$ cat src/hw/rtl/pjs_pkg.sv
// ---------------------------------------------------------------------------
// pjs_pkg
// Types, constants and the cell state record of the job scheduler.
// ---------------------------------------------------------------------------
`default_nettype none
package pjs_pkg;
    localparam int QueueDepth = 16;
    localparam int IdBits     = 16;
    localparam int IdxBits    = $clog2(QueueDepth);
    localparam int LenBits    = $clog2(QueueDepth + 1);

    localparam logic [1:0] OP_TICK    = 2'd0;
    localparam logic [1:0] OP_ENQUEUE = 2'd1;
    localparam logic [1:0] OP_DEQUEUE = 2'd2;
    localparam logic [1:0] OP_DONE    = 2'd3;

    localparam logic [2:0] REG_QUANTUM1 = 3'd0;
    localparam logic [2:0] REG_QUANTUM2 = 3'd1;
    localparam logic [2:0] REG_QUANTUM3 = 3'd2;
    localparam logic [2:0] REG_AGE_LIM  = 3'd3;
    localparam logic [2:0] REG_AGE_CEIL = 3'd4;

    typedef struct packed {
        logic [1:0]        op;
        logic [2:0]        priority_req;
        logic [IdBits-1:0] target_job;
    } in_word_t;

    typedef struct packed {
        logic              running_valid;
        logic [IdBits-1:0] running_job;
        logic [2:0]        running_priority;
        logic              switched;
        logic [4:0]        queue_count;
        logic              enqueue_rejected;
        logic [IdBits-1:0] assigned_job;
    } out_word_t;

    // One waiting task as held in a cell.
    typedef struct packed {
        logic [IdBits-1:0] id;
        logic [2:0]        base;
        logic [2:0]        cur;
        logic [7:0]        ticks;
    } entry_t;

    // Control word the sequencer broadcasts to every cell.
    typedef struct packed {
        logic       load;    // cell takes load_data
        logic       shift;   // cell takes the word of its right neighbour
        logic       age;     // cell increments and flags ageing
        logic [7:0] age_lim;
        logic [2:0] age_ceil;
    } cell_ctl_t;
endpackage
`default_nettype wire

$ cat src/hw/rtl/pjs_cell.sv
// ---------------------------------------------------------------------------
// pjs_cell
// One slot of the wait queue: holds an entry and moves it left on shift.
// ---------------------------------------------------------------------------
`default_nettype none
module pjs_cell (
    input  wire logic             clk,
    input  wire pjs_pkg::cell_ctl_t ctl,
    input  wire logic             ld_sel,
    input  wire logic             sh_sel,
    input  wire pjs_pkg::entry_t  load_data,
    input  wire pjs_pkg::entry_t  right,
    output pjs_pkg::entry_t       word,
    output logic                  aged
);
    import pjs_pkg::*;

    entry_t entry_reg;
    entry_t entry_next;
    logic [7:0] tk;

    // Saturating wait count and ageing decision. A cell picked for a load
    // takes the loaded entry even when the shift is active elsewhere.
    always_comb
    begin
        tk = (entry_reg.ticks == 8'hFF) ? entry_reg.ticks : entry_reg.ticks + 8'd1;
        aged = (tk >= ctl.age_lim) && (entry_reg.cur < ctl.age_ceil);
        entry_next = entry_reg;
        if (ctl.age)
        begin
            entry_next.ticks = aged ? 8'd0 : tk;
            if (aged)
            begin
                entry_next.cur = entry_reg.cur + 3'd1;
            end
        end
        else if (ctl.load && ld_sel)
        begin
            entry_next = load_data;
        end
        else if (ctl.shift && sh_sel)
        begin
            entry_next = right;
        end
    end

    always_ff @(posedge clk)
    begin
        entry_reg <= entry_next;
    end

    assign word = entry_reg;
endmodule
`default_nettype wire

$ cat src/hw/rtl/priority_job_scheduler_with_aging_top.sv
// With up to 16 waiting tasks, a tick, enqueue or dequeue holds busy while the
// queue is aged, rotated and scanned; done rises as busy falls, and a done mark
// goes straight to the output step. One word at a time; the next word is taken
// in the strobe cycle. The sequencer walks the cells one slot per cycle for
// rotation and search; ageing and the switch act on all cells at once. Reset
// clears the running slot, queue length and ID counter, resets the config; cells hold none.
`default_nettype none
module priority_job_scheduler_with_aging_top (
    input  wire logic                   clk,
    input  wire logic                   rst_n,
    input  wire logic                   start,
    input  wire pjs_pkg::in_word_t      in_word,
    output logic                        busy,
    output logic                        done,
    output pjs_pkg::out_word_t          out_word,
    input  wire logic                   cfg_valid,
    output logic                        cfg_ready,
    input  wire logic [2:0]             cfg_index,
    input  wire logic [7:0]             cfg_data
);
    import pjs_pkg::*;

    typedef enum logic [6:0] {
        S_IDLE  = 7'b0000001,
        S_AGE   = 7'b0000010,
        S_ROT   = 7'b0000100,
        S_OP    = 7'b0001000,
        S_FIND  = 7'b0010000,
        S_DROP  = 7'b0100000,
        S_OUT   = 7'b1000000
    } state_t;

    state_t state_reg;

    logic [7:0] q1_reg, q2_reg, q3_reg, alim_reg;
    logic [2:0] aceil_reg;

    logic [LenBits-1:0] len_reg;
    logic               rv_reg, fin_reg;
    logic [IdBits-1:0]  rid_reg, idc_reg;
    logic [2:0]         rbase_reg, rcur_reg;
    logic [7:0]         slice_reg;

    in_word_t           req_reg;
    logic [LenBits-1:0] cnt_reg;      // walk position
    logic [QueueDepth-1:0] aged_reg;  // flags captured at the ageing step
    logic [LenBits-1:0] nrot_reg;     // entries still to visit in the rotation walk
    logic               sw_reg, rej_reg, pre_reg, dq_reg;
    logic [IdBits-1:0]  asg_reg;
    logic               have_reg;
    logic [IdxBits-1:0] best_reg, drop_reg;
    logic               eq_reg;       // some waiting task has pri >= running
    logic               phase_reg;    // 0 dequeue search, 1 best search

    entry_t  words [QueueDepth];
    logic    aged  [QueueDepth];
    cell_ctl_t ctl;
    logic [QueueDepth-1:0] ld_sel, sh_sel, is_last;
    entry_t  load_data;

    assign busy      = (state_reg != S_IDLE);
    assign cfg_ready = (state_reg == S_IDLE);

    // Configuration registers.
    always_ff @(posedge clk or negedge rst_n)
    begin
        if (!rst_n)
        begin
            q1_reg <= 8'd5; q2_reg <= 8'd2; q3_reg <= 8'd1;
            alim_reg <= 8'd10; aceil_reg <= 3'd3;
        end
        else if (cfg_valid && cfg_ready)
        begin
            unique case (cfg_index)
                REG_QUANTUM1: q1_reg <= cfg_data;
                REG_QUANTUM2: q2_reg <= cfg_data;
                REG_QUANTUM3: q3_reg <= cfg_data;
                REG_AGE_LIM:  alim_reg <= cfg_data;
                REG_AGE_CEIL: aceil_reg <= cfg_data[2:0];
                default: ;
            endcase
        end
    end

    // The chain of cells; cell i shifts in the word of cell i+1.
    for (genvar g = 0; g < QueueDepth; g++)
    begin : g_cell
        entry_t rgt;
        if (g == QueueDepth - 1)
        begin : g_last
            assign rgt = words[g];
        end
        else
        begin : g_mid
            assign rgt = words[g+1];
        end
        pjs_cell u_cell (
            .clk(clk), .ctl(ctl), .ld_sel(ld_sel[g]), .sh_sel(sh_sel[g]),
            .load_data(load_data), .right(rgt), .word(words[g]), .aged(aged[g])
        );
    end

    // Helpers on the walk position.
    logic [IdxBits-1:0] pos;
    entry_t cur_e;
    logic expired;
    logic [LenBits-1:0] last;
    assign pos    = cnt_reg[IdxBits-1:0];
    assign cur_e  = words[pos];
    assign last   = len_reg - 1'b1;

    always_comb
    begin
        if (!rv_reg)
        begin
            expired = 1'b1;
        end
        else
        begin
            case (rcur_reg)
                3'd1: expired = slice_reg >= q1_reg;
                3'd2: expired = slice_reg >= q2_reg;
                3'd3: expired = slice_reg >= q3_reg;
                default: expired = 1'b1;
            endcase
        end
    end

    // Cell moves. Rotate, drop and switch all shift the cells from a start
    // slot up to len-2 one place left; rotate loads the moved entry and a switch
    // loads any displaced task into slot len-1, while an enqueue loads slot len.
    logic do_rot, do_enq, do_drop, do_swap, do_push;
    logic [IdxBits-1:0] from_idx;
    assign do_rot  = (state_reg == S_ROT) && (nrot_reg != '0) && aged_reg[pos];
    assign do_enq  = (state_reg == S_OP) && (req_reg.op == OP_ENQUEUE)
                  && (len_reg != LenBits'(QueueDepth));
    assign do_drop = (state_reg == S_DROP) && !phase_reg && dq_reg;
    assign do_swap = (state_reg == S_DROP) && phase_reg && dq_reg && have_reg;
    assign do_push = do_swap && rv_reg && !fin_reg;
    assign from_idx = do_rot ? pos : (do_drop ? drop_reg : best_reg);

    always_comb
    begin
        for (int i = 0; i < QueueDepth; i++)
        begin
            is_last[i] = (LenBits'(i) == last);
            sh_sel[i]  = (IdxBits'(i) >= from_idx) && (LenBits'(i) < last);
        end
        ld_sel = do_enq ? (QueueDepth'(1) << len_reg[IdxBits-1:0]) : is_last;
    end

    // Control word broadcast to the cells and the entry to load.
    always_comb
    begin
        ctl.age_lim  = alim_reg;
        ctl.age_ceil = aceil_reg;
        ctl.age   = (state_reg == S_AGE);
        ctl.load  = do_rot || do_enq || do_push;
        ctl.shift = do_rot || do_drop || do_swap;
        if (do_rot)
        begin
            load_data = cur_e;
        end
        else if (do_enq)
        begin
            load_data.id    = idc_reg + 1'b1;
            load_data.base  = req_reg.priority_req;
            load_data.cur   = req_reg.priority_req;
            load_data.ticks = 8'd0;
        end
        else
        begin
            load_data.id    = rid_reg;
            load_data.base  = rbase_reg;
            load_data.cur   = rbase_reg;
            load_data.ticks = 8'd0;
        end
    end

    // Sequencer and scalar state.
    always_ff @(posedge clk or negedge rst_n)
    begin
        if (!rst_n)
        begin
            state_reg <= S_IDLE;
            len_reg <= '0; rv_reg <= 1'b0; fin_reg <= 1'b0;
            rid_reg <= '0; idc_reg <= '0; rbase_reg <= '0; rcur_reg <= '0;
            slice_reg <= '0; done <= 1'b0; out_word <= '0;
            cnt_reg <= '0; aged_reg <= '0; nrot_reg <= '0;
            sw_reg <= 1'b0; rej_reg <= 1'b0; pre_reg <= 1'b0; dq_reg <= 1'b0;
            asg_reg <= '0; have_reg <= 1'b0; best_reg <= '0; drop_reg <= '0;
            eq_reg <= 1'b0; phase_reg <= 1'b0; req_reg <= '0;
        end
        else
        begin
            done <= 1'b0;
            unique case (state_reg)
                S_IDLE:
                begin
                    if (start)
                    begin
                        req_reg <= in_word;
                        sw_reg <= 1'b0; rej_reg <= 1'b0; pre_reg <= 1'b0;
                        asg_reg <= '0;
                        if (in_word.op == OP_DONE)
                        begin
                            if (rv_reg)
                            begin
                                fin_reg <= 1'b1;
                            end
                            state_reg <= S_OUT;
                        end
                        else
                        begin
                            state_reg <= S_AGE;
                        end
                    end
                end
                S_AGE:
                begin
                    for (int i = 0; i < QueueDepth; i++)
                    begin
                        aged_reg[i] <= aged[i] && (LenBits'(i) < len_reg);
                    end
                    if (rv_reg && slice_reg != 8'hFF)
                    begin
                        slice_reg <= slice_reg + 8'd1;
                    end
                    cnt_reg <= '0;
                    nrot_reg <= len_reg;
                    state_reg <= S_ROT;
                end
                S_ROT:
                begin
                    // Walk the queue; each aged entry is rotated to the tail and the
                    // flags shift with the entries, so pos stays put.
                    if (nrot_reg == '0)
                    begin
                        state_reg <= S_OP;
                    end
                    else if (aged_reg[pos])
                    begin
                        aged_reg <= ((aged_reg >> 1) & sh_sel)
                                  | (aged_reg & ~sh_sel & ~is_last);
                        nrot_reg <= nrot_reg - 1'b1;
                    end
                    else
                    begin
                        cnt_reg <= cnt_reg + 1'b1;
                        nrot_reg <= nrot_reg - 1'b1;
                    end
                end
                S_OP:
                begin
                    cnt_reg <= '0;
                    dq_reg <= 1'b0;
                    phase_reg <= 1'b0;
                    if (req_reg.op == OP_ENQUEUE)
                    begin
                        if (len_reg == LenBits'(QueueDepth))
                        begin
                            rej_reg <= 1'b1;
                        end
                        else
                        begin
                            idc_reg <= idc_reg + 1'b1;
                            asg_reg <= idc_reg + 1'b1;
                            len_reg <= len_reg + 1'b1;
                            pre_reg <= rv_reg && (req_reg.priority_req > rcur_reg);
                        end
                        phase_reg <= 1'b1;
                    end
                    else if (req_reg.op == OP_DEQUEUE && rv_reg
                             && rid_reg == req_reg.target_job)
                    begin
                        rv_reg <= 1'b0; fin_reg <= 1'b0; slice_reg <= '0;
                        sw_reg <= 1'b1;
                        phase_reg <= 1'b1;
                    end
                    else if (req_reg.op != OP_DEQUEUE)
                    begin
                        phase_reg <= 1'b1;
                    end
                    have_reg <= 1'b0; eq_reg <= 1'b0; best_reg <= '0;
                    state_reg <= S_FIND;
                end
                S_FIND:
                begin
                    // One entry per cycle: dequeue match or best/equal scan.
                    if (cnt_reg >= len_reg)
                    begin
                        cnt_reg <= '0;
                        state_reg <= S_DROP;
                        dq_reg <= phase_reg ? (pre_reg || (expired && (eq_reg || !rv_reg)))
                                            : dq_reg;
                    end
                    else if (!phase_reg)
                    begin
                        if (cur_e.id == req_reg.target_job)
                        begin
                            dq_reg <= 1'b1; drop_reg <= pos;
                            cnt_reg <= len_reg;
                        end
                        else
                        begin
                            cnt_reg <= cnt_reg + 1'b1;
                        end
                    end
                    else
                    begin
                        if (!have_reg || cur_e.cur > words[best_reg].cur)
                        begin
                            best_reg <= pos; have_reg <= 1'b1;
                        end
                        if (cur_e.cur >= rcur_reg)
                        begin
                            eq_reg <= 1'b1;
                        end
                        cnt_reg <= cnt_reg + 1'b1;
                    end
                end
                S_DROP:
                begin
                    if (!phase_reg)
                    begin
                        // Dequeue removal done; now run the switch scan.
                        if (dq_reg)
                        begin
                            len_reg <= len_reg - 1'b1;
                        end
                        dq_reg <= 1'b0; phase_reg <= 1'b1; cnt_reg <= '0;
                        have_reg <= 1'b0; eq_reg <= 1'b0; best_reg <= '0;
                        state_reg <= S_FIND;
                    end
                    else
                    begin
                        // Switch: a finished task is retired, the best waiting
                        // task takes the slot and any displaced task joins the
                        // tail in the same cycle as the cells close the gap.
                        if (dq_reg && have_reg)
                        begin
                            rv_reg <= 1'b1; fin_reg <= 1'b0; sw_reg <= 1'b1;
                            rid_reg <= words[best_reg].id;
                            rbase_reg <= words[best_reg].base;
                            rcur_reg <= words[best_reg].cur;
                            slice_reg <= '0;
                            if (!do_push)
                            begin
                                len_reg <= len_reg - 1'b1;
                            end
                        end
                        else if (dq_reg && rv_reg && fin_reg)
                        begin
                            rv_reg <= 1'b0; fin_reg <= 1'b0; sw_reg <= 1'b1;
                        end
                        state_reg <= S_OUT;
                    end
                end
                S_OUT:
                begin
                    done <= 1'b1;
                    out_word.running_valid    <= rv_reg;
                    out_word.running_job      <= rv_reg ? rid_reg : '0;
                    out_word.running_priority <= rv_reg ? rcur_reg : '0;
                    out_word.switched         <= sw_reg;
                    out_word.queue_count      <= 5'(len_reg);
                    out_word.enqueue_rejected <= rej_reg;
                    out_word.assigned_job     <= asg_reg;
                    state_reg <= S_IDLE;
                end
                default: state_reg <= S_IDLE;
            endcase
        end
    end
endmodule
`default_nettype wire

$ cat config.mk
export PLATFORM = sky130hd
export DESIGN_NAME = priority_job_scheduler_with_aging_top
export DESIGN_NICKNAME = d
export VERILOG_FILES = /design/src/hw/rtl/pjs_pkg.sv /design/src/hw/rtl/pjs_cell.sv /design/src/hw/rtl/priority_job_scheduler_with_aging_top.sv
export SDC_FILE = /design/constraint.sdc
export NUM_CORES = 2
export LEC_CHECK = 0
export ABC_AREA = 1
export BUFFER_PORTS_ARGS = -buffer_cell sky130_fd_sc_hd__clkbuf_2
export CAP_MARGIN = 20
export CORE_ASPECT_RATIO = 1.1
export CORE_MARGIN = 2
export CORE_UTILIZATION = 60
export CTS_CLUSTER_SIZE = 8
export DETAILED_ROUTE_END_ITERATION = 16
export GPL_ROUTABILITY_DRIVEN = 0
export PLACE_DENSITY_LB_ADDON = 0.12
export SYNTH_ARGS = -nofsm -noshare
export SYNTH_HDL_FRONTEND = slang
export SYNTH_HIERARCHICAL = 1
export SYNTH_SLANG_ARGS = --single-unit
$ cat constraint.sdc
create_clock -name clk -period 5.7 [get_ports clk]
set_input_delay 0.855 -clock clk [delete_from_list [all_inputs] [get_ports clk]]
set_output_delay 0.855 -clock clk [all_outputs]
set_load 0.02 [all_outputs]
==> results.txt <==
The number of flip-flops under the largest register name came out at 480. Hold is met by 0.1624 ns. Of the cells placed in the final design, the portion with a size suffix greater than 1 is 0.08532. After global routing the overflow that remains totals 0. The number of placement rows came out at 112. Of all nets on the critical path, the largest fanout is 29. The top flip-flop cell by instance count after synthesis is edfxtp_1.

The highest clock frequency the design can meet came out at 199.3 MHz. The number of nets in the synthesized netlist is 7513. The detailed router finished its first iteration with 7168 violations. For this run, the post-layout net count is 7446. The synthesis-to-finish area growth came out at 7.897%. At the pin with the least slew margin, the transition time is 1.224 ns. The total count of max-transition violations in the final report came out at 0. The final routed DRC violation total came out at 0.

The maximum number of pins on one net before global-route repair is 237. The iteration count of the initial detailed-routing pass is 12. The HPWL after detailed placement is 121000 µm. In the final layout, flip-flops and latches occupy 19870 µm². The run finished with clean final reports.

Yosys mapped the design onto 57 distinct sky130hd cell types. The proportion of synthesized chip area in sequential cells is 0.3847. Among the stages of the critical path, the cell type that occurs most often is nand2_1. By count the netlist is led by nand2_1, inv_1, nor2_1.

Using the TritonRoute via totals, the vias-per-cell ratio works out to 6.028. The detail-routed net length per standard cell is 20.31 µm. The routed via count came out at 50400. The TritonCTS sink count came out at 697. The max-capacitance violation count came out at 0. The biggest area contributor in the post-synthesis netlist is edfxtp_1.

The number of flops mapped to enable cells by yosys is 480. The summed area of non-filler cells in the final layout came out at 55680 µm². Clock tree synthesis inserted a total of 97 buffers. The maximum count of clock buffers along a single path is 3. The slowest stage of the critical path is the inv_1 cell. The netlist area before placement came out at 51610 µm². The worst ir drop on vdd is 0.0005238 V. The share of the clock period used by the worst path after layout is 0.8801. The share of synthesized area in the top cell type comes to 0.2793. The routed wire length is 169800 µm. The static leakage is 25.59 nW. Synthesis produced a netlist whose cell count is 7234. The die width came out at 283.6 µm.

The floorplan step set the die height to 311.6 µm. The total I/O pin count is 82. The total area inside the core boundary comes to 85060 µm².

The global-route wire length before repair came out at 261700 µm. The power per unit of standard cell area is 429.7 nW/µm². The post-CTS repair timing setup buffer count came out at 0. The fill cell total of the finished layout came out at 7485. The Yosys step of the flow raised 6 warnings. The placed instance area is 52760 µm². The clock tree skew after final layout is 0.03598 ns. The number of global-route vias before repair was 45870. The worst setup path is launched from a register. The total count of hold-check failures in the final report came out at 0. For the worst-skew pair, the clock arrives at the later sink with an insertion delay of 0.69 ns. Setup repair after global routing left no endpoint under its margin. The number of nets with antenna violations after routing came out at 0.

Averaged over all synthesized cells, the footprint is 7.134 µm². The H-tree generated during clock tree synthesis spans 3 levels. The area enclosed by the die boundary is 88370 µm².

The area occupied by multi-input gates is 27070 µm². By area the synthesized netlist is led by edfxtp_1, nand2_1, dfrtp_1. The min-delay analysis places its worst path in the category primary input to asynchronous set/reset pin.

The total of hold buffers inserted after clock tree synthesis is 0. The maximum cell stage delay along the critical path is 0.96 ns. The critical path data required time is 6.23 ns. STA puts the critical path data arrival time at 5.54 ns. Input and output buffers added on the ports amount to 81. The final number of setup-violating endpoints is 0. Traced cell by cell, the critical path runs through inv_1 -> nand2_1 -> nor3_1 -> nor2_4 -> inv_1 -> nand2_1 -> o31ai_1 -> nand2_1 -> inv_1 -> nor2_1 -> nor2_1 -> o21ai_0 -> nand2_1. The accumulated negative setup slack is 0 ns. The minimum period implied by the final worst setup slack is 5.017 ns. The worst setup path is of the register to register kind. The kind of end point of the critical path is a register. The initial cell density of the core is 0.6067. nand2_1 is the most common cell in the netlist. The clock root buffer is clkbuf_16. TritonCTS built the clock tree. The initial antenna violation count was 3.

The end-of-flow core utilization came out at 0.6546. The synthesized design contains 697 register bits. Measured against its own limit, the worst slew margin works out to 0.1843. The post-CTS clock slew at the launch and capture registers of the worst setup and hold paths came out at 0.06 ns. The number of gates given a new drive strength after cts is 0. The share of async-settable or async-resettable flops after synthesis is 0.3113. The total track usage came out at 0.3732.
power breakdown:
part / switching (W) / internal (W)
Combinational: 0.00757 / 0.00338
Sequential: 0.00111 / 0.00637
Clock: 0.00234 / 0.00316
path summary, 6_finish.rpt:
| path | start | to | slack [ns] | depth (start not counted) |
|---|---|---|---|---|
| worst min-delay path | rst_n | nrot_reg[2]$_DFFE_PN0P_ | 0.16 | 1 |
| worst min register to register | q2_reg[5]$_DFFE_PN0P_ | q2_reg[5]$_DFFE_PN0P_ | 0.48 | 2 |
| max in group asynchronous | rst_n | out_word[9]$_DFFE_PN0P_ | 4.37 | 2 |
| min in group clk | in_word[17] | req_reg[17]$_DFFE_PN0P_ | 0.40 | 2 |
| worst max register to register | len_reg[2]$_DFFE_PN0P_ | g_cell[9].u_cell/word[7]$_DFFE_PP_ | 0.68 | 13 |
| worst max-delay path | len_reg[2]$_DFFE_PN0P_ | g_cell[9].u_cell/word[7]$_DFFE_PP_ | 0.68 | 13 |
critical path: cells and delay by family (launching register included):
family / cells / cell delay (ns)
buf+inv: 3 / 1.99
compound gates: 2 / 0.25
simple gates: 8 / 2.07
flops: 1 / 0.54
cells by family (layout without fill, tap and decap cells):
logic type	count (synthesis)	count (layout)	share of synthesized area
buffers and inverters	1196	1182	0.09482
DFF	697	697	0.3847
AOI/OAI and AO/OA	1303	1303	0.1428
other	0	1	0
xor gates and xnor gates	87	87	0.01477
muxes	3	3	0.0006546
adders and majority gates	243	243	0.05892
and+or+nand+nor	3705	3705	0.3033
layout by cell type (no fill, tap or decap), types with 40 or more instances in the layout:
cell / synthesis / routed
nand2_1: 2197 / 2197
inv_1: 817 / 815
nor2_1: 678 / 676
o21ai_0: 540 / 538
nand3_1: 513 / 513
edfxtp_1: 480 / 480
a21oi_1: 400 / 384
ha_1: 243 / 243
dfrtp_1: 208 / 201
o211ai_1: 115 / 115
nand2_2: 109 / 109
clkbuf_16: 0 / 97
buf_4: 29 / 95
clkbuf_2: 0 / 80
o22ai_1: 54 / 54
xor2_1: 50 / 50
nand4_1: 46 / 46
clkbuf_1: 171 / 46
nor3_1: 42 / 40
metal layers:
layer,vias up,GRT usage,routed length (µm)
met4,4,0.1504,7606
met2,3152,0.5706,73440
li1,23580,-,-
met3,513,0.08170,21420
met1,23150,0.5155,67320
met5,-,0,23
metrics by stage:
stage	instances	power, W	setup slack, ns
floorplan	7234	0.01456	1.351
global placement	8199	0.01773	0.9257
detailed placement	8201	0.01802	0.9888
CTS	8353	0.02352	0.9996
global route	8361	0.02531	0.4830
finish	8361	0.02392	0.6834
area by class of cell:
class,instances,area share
clock inverter,8,0.003685
timing repair buffer,185,0.02328
sequential,697,0.3569
tap,1140,0.02562
clock buffer,144,0.04694
inverter,845,0.05741
multi-input combinational,5341,0.4861
antenna,1,0.00004494
Power figures use the tool's default switching activity.
